<file path="config.mk">
export PLATFORM = sky130hd
export DESIGN_NAME = pfc_ram
export DESIGN_NICKNAME = d
export VERILOG_FILES = /design/src/rtl/pfc_ram.sv
export SDC_FILE = /design/constraint.sdc
export NUM_CORES = 2
export LEC_CHECK = 0
export ABC_AREA = 1
export BUFFER_PORTS_ARGS = -buffer_cell sky130_fd_sc_hd__buf_2
export CAP_MARGIN = 25
export CELL_PAD_IN_SITES_DETAIL_PLACEMENT = 0
export CELL_PAD_IN_SITES_GLOBAL_PLACEMENT = 1
export CORE_ASPECT_RATIO = 1.5
export CORE_UTILIZATION = 41
export CTS_CLUSTER_DIAMETER = 120
export CTS_CLUSTER_SIZE = 10
export DETAILED_ROUTE_END_ITERATION = 8
export MAX_ROUTING_LAYER = met4
export PLACE_DENSITY = 0.62
export SYNTH_ARGS = -nofsm -noshare
export SYNTH_HDL_FRONTEND = slang
export SYNTH_SLANG_ARGS = --single-unit
</file>
<file path="constraint.sdc">
create_clock -name clk -period 2.65 [get_ports clk]
set_clock_uncertainty 0.2 [all_clocks]
set_input_delay 0.265 -clock clk [delete_from_list [all_inputs] [get_ports clk]]
set_output_delay 0.265 -clock clk [all_outputs]
set_load 0.05 [all_outputs]
</file>
<file path="src/rtl/pfc_ram.sv">
// Generic single-write, single-read RAM with registered read data.
module pfc_ram #(
  parameter int WIDTH = 8,
  parameter int DEPTH = 256,
  localparam int AW = $clog2(DEPTH)
) (
  input  logic             clk,
  input  logic             we,
  input  logic [AW-1:0]    waddr,
  input  logic [WIDTH-1:0] wdata,
  input  logic [AW-1:0]    raddr,
  output logic [WIDTH-1:0] rdata
);
  logic [WIDTH-1:0] mem [DEPTH];

  always_ff @(posedge clk) begin
    if (we) begin
      mem[waddr] <= wdata;
    end
    rdata <= mem[raddr];
  end
endmodule

</file>
==> metrics <==
status finished clean; Post-Syn Area per Cell between 10 and 15 µm²; clk_lat worst skew 870 ps; row count ~200; Clock transition at path regs roughly 60 ps; Achievable Freq 0.4170 GHz; Core Util, Final 0.4807; commonest cells after routing, fill and taps aside nand2_1, edfxtp_1, nand3_1, buf_4, nor2_1; Rel. slew slack 0.5178; Total Wirelength around 260000 µm; min-delay worst type in2reg; Tot GR Track Use 0.2549; die width 370.2 µm; Seq pwr share 0.525; CTS H-tree lvls 4; Post-Synthesis Cells 7003; P&R area growth vs syn 16.40%; initial antenna violation count 6; die area 0.2053 mm²; CTS Buf Count roughly 230; Yosys Warn Count 0; maxcap violations 0; Die Height 554.4 µm; area of the core 0.2019 mm²; Tmin final approximately 2400 ps; IO Port Bufs 33; # nets final 7426; Post-Syn Area between 0.08 and 0.09 mm²; Synth area leader edfxtp_1; max-slew violation count 0; number of hold violations in the final report 0; Leak 0.03444 µW; Final Non-Filler Cells 10120; period utilization 0.9049; total power draw 68340 µW; top post-synthesis cells by area edfxtp_1, nand3_1, nand2_1; RSZ-0062 raised after global routing no; post-CTS setup repair buffer count 0; FILL cells 17930; clock sinks about 2100; CTS tree built; Combinational Power Share 0.070; worst-margin pin slew just over 700 ps; clock buffer depth 4; Yosys reg bits 2056; fraction of layout cells with a size suffix above 1 0.1194; PD cells 704.0 mW/mm²; root buf cell clkbuf_16; Clk network pwr share 0.405; largest net degree at the start of global routing between 90 and 100; gr ovfl total 0; CP Class reg2reg; DR iter-0 viols 5171; Hold Slack 46.69 ps; Synth top area share 0.7374; Starting Density 0.4130; vias in the first global route about 54000; DR pass1 iterations 8; wire length per cell 25.26 µm; kind of start point of the critical path register; crit-path max FO 1; crit path capture type register; DP Wirelength 162000 µm; ANT nets after route 0; detailed-route via count ~55000; setup TNS 0 ps; IR drop worst, VDD 0.0004779 V; P_sw about 15000 µW; placed cell count between 9000 and 10000; first-pass GRT wire length 372100 µm; DRC viols 0; Netlist cell types 14; RePlAce Congestion 0.8771; syn nets 7029; Cell Int Power 52960 µW; via/cell ratio 5.437; CP arrival 2940 ps; register area share after synthesis 0.7394; Req. time, crit path between 3000 and 4000 ps; commonest non-fill, non-tap cell in the layout nand2_1; final setup vio count 0; switching share of power 0.2251; I/O pin count 34
[layout make-up]
class / instances / area [µm²] / share of cell area
tap: 2652 / 3318 / 0.03418
clock inverter: 5 / 93.84 / 0.0009667
inverter: 39 / 180.2 / 0.001856
multi-input combinational: 4425 / 19180 / 0.1975
sequential: 2056 / 61660 / 0.6352
clock buffer: 290 / 6045 / 0.06227
timing repair buffer: 647 / 6593 / 0.06791
antenna: 5 / 12.51 / 0.0001289
[cells by family after synthesis]
group	share of synthesized area
buffers and inverters	0.03119
DFF	0.7394
and+or+nand+nor	0.2295
[sequential cells by signal, summed over array words and instances, names as in the netlist]
name   count
rdata      8
mem     2048
[cell usage after synthesis]
cell / count
inv_2: 2
buf_1: 40
inv_4: 1
nand2_1: 2123
inv_1: 36
edfxtp_1: 2048
buf_2: 268
buf_6: 16
clkbuf_1: 112
nor2_1: 283
buf_8: 1
dfxtp_1: 8
nand3_1: 2019
buf_4: 46
[power by group through the flow]
stage / clock network, µW / logic [µW] / registers [µW]
floorplan: 0 / 2210 / 36600
global placement: 0 / 4790 / 36600
detailed placement: 0 / 4810 / 36600
CTS: 28200 / 4840 / 35900
global route: 29200 / 5140 / 35900
finish: 27700 / 4780 / 35900
[worst max-delay path, cell delays in order, from the launching register on]
cell and delay (ps):
edfxtp_1 360, nand2_1 70, nand3_1 130, nand3_1 130, nand3_1 110, nand3_1 150, nand3_2 230, nand3_1 150
dlygate4sd3_1 560, nand2_1 50, nand2_1 70, nand2_1 50
[repair_timing]
item | 4_1_cts | 5_1_grt
endpoints found under the hold margin | 1771 | 0
gates resized for setup | 0 | 1
setup endpoints to repair | 0 | 1
hold buffers | 14 | 0
[metal layers]
layer	vias up	wire (µm)	track usage
met3	402	11860	0.02549
met2	1546	131700	0.4375
met1	27520	103200	0.3142
met4	0	8853	0.08406
li1	25560	-	-
met5	-	0	-
[metrics by stage]
stage	instance area, µm²	setup WS [ps]
2_1_floorplan	83400	693.5
3_3_place_gp	90780	-458.2
3_5_place_dp	90780	-446.0
4_1_cts	97060	59.55
5_1_grt	97070	122.6
6_report	97080	252.0
[worst paths after layout]
check,startpoint,cells past startpoint,to,slack [ps]
worst max register to register,mem[207][2],11,rdata[2],250
worst max-delay path,mem[207][2],11,rdata[2],250
worst min-delay path,we,4,mem[182][6],50
worst min register to register,mem[164][7],10,rdata[7],770
Power figures use the tool's default switching activity.
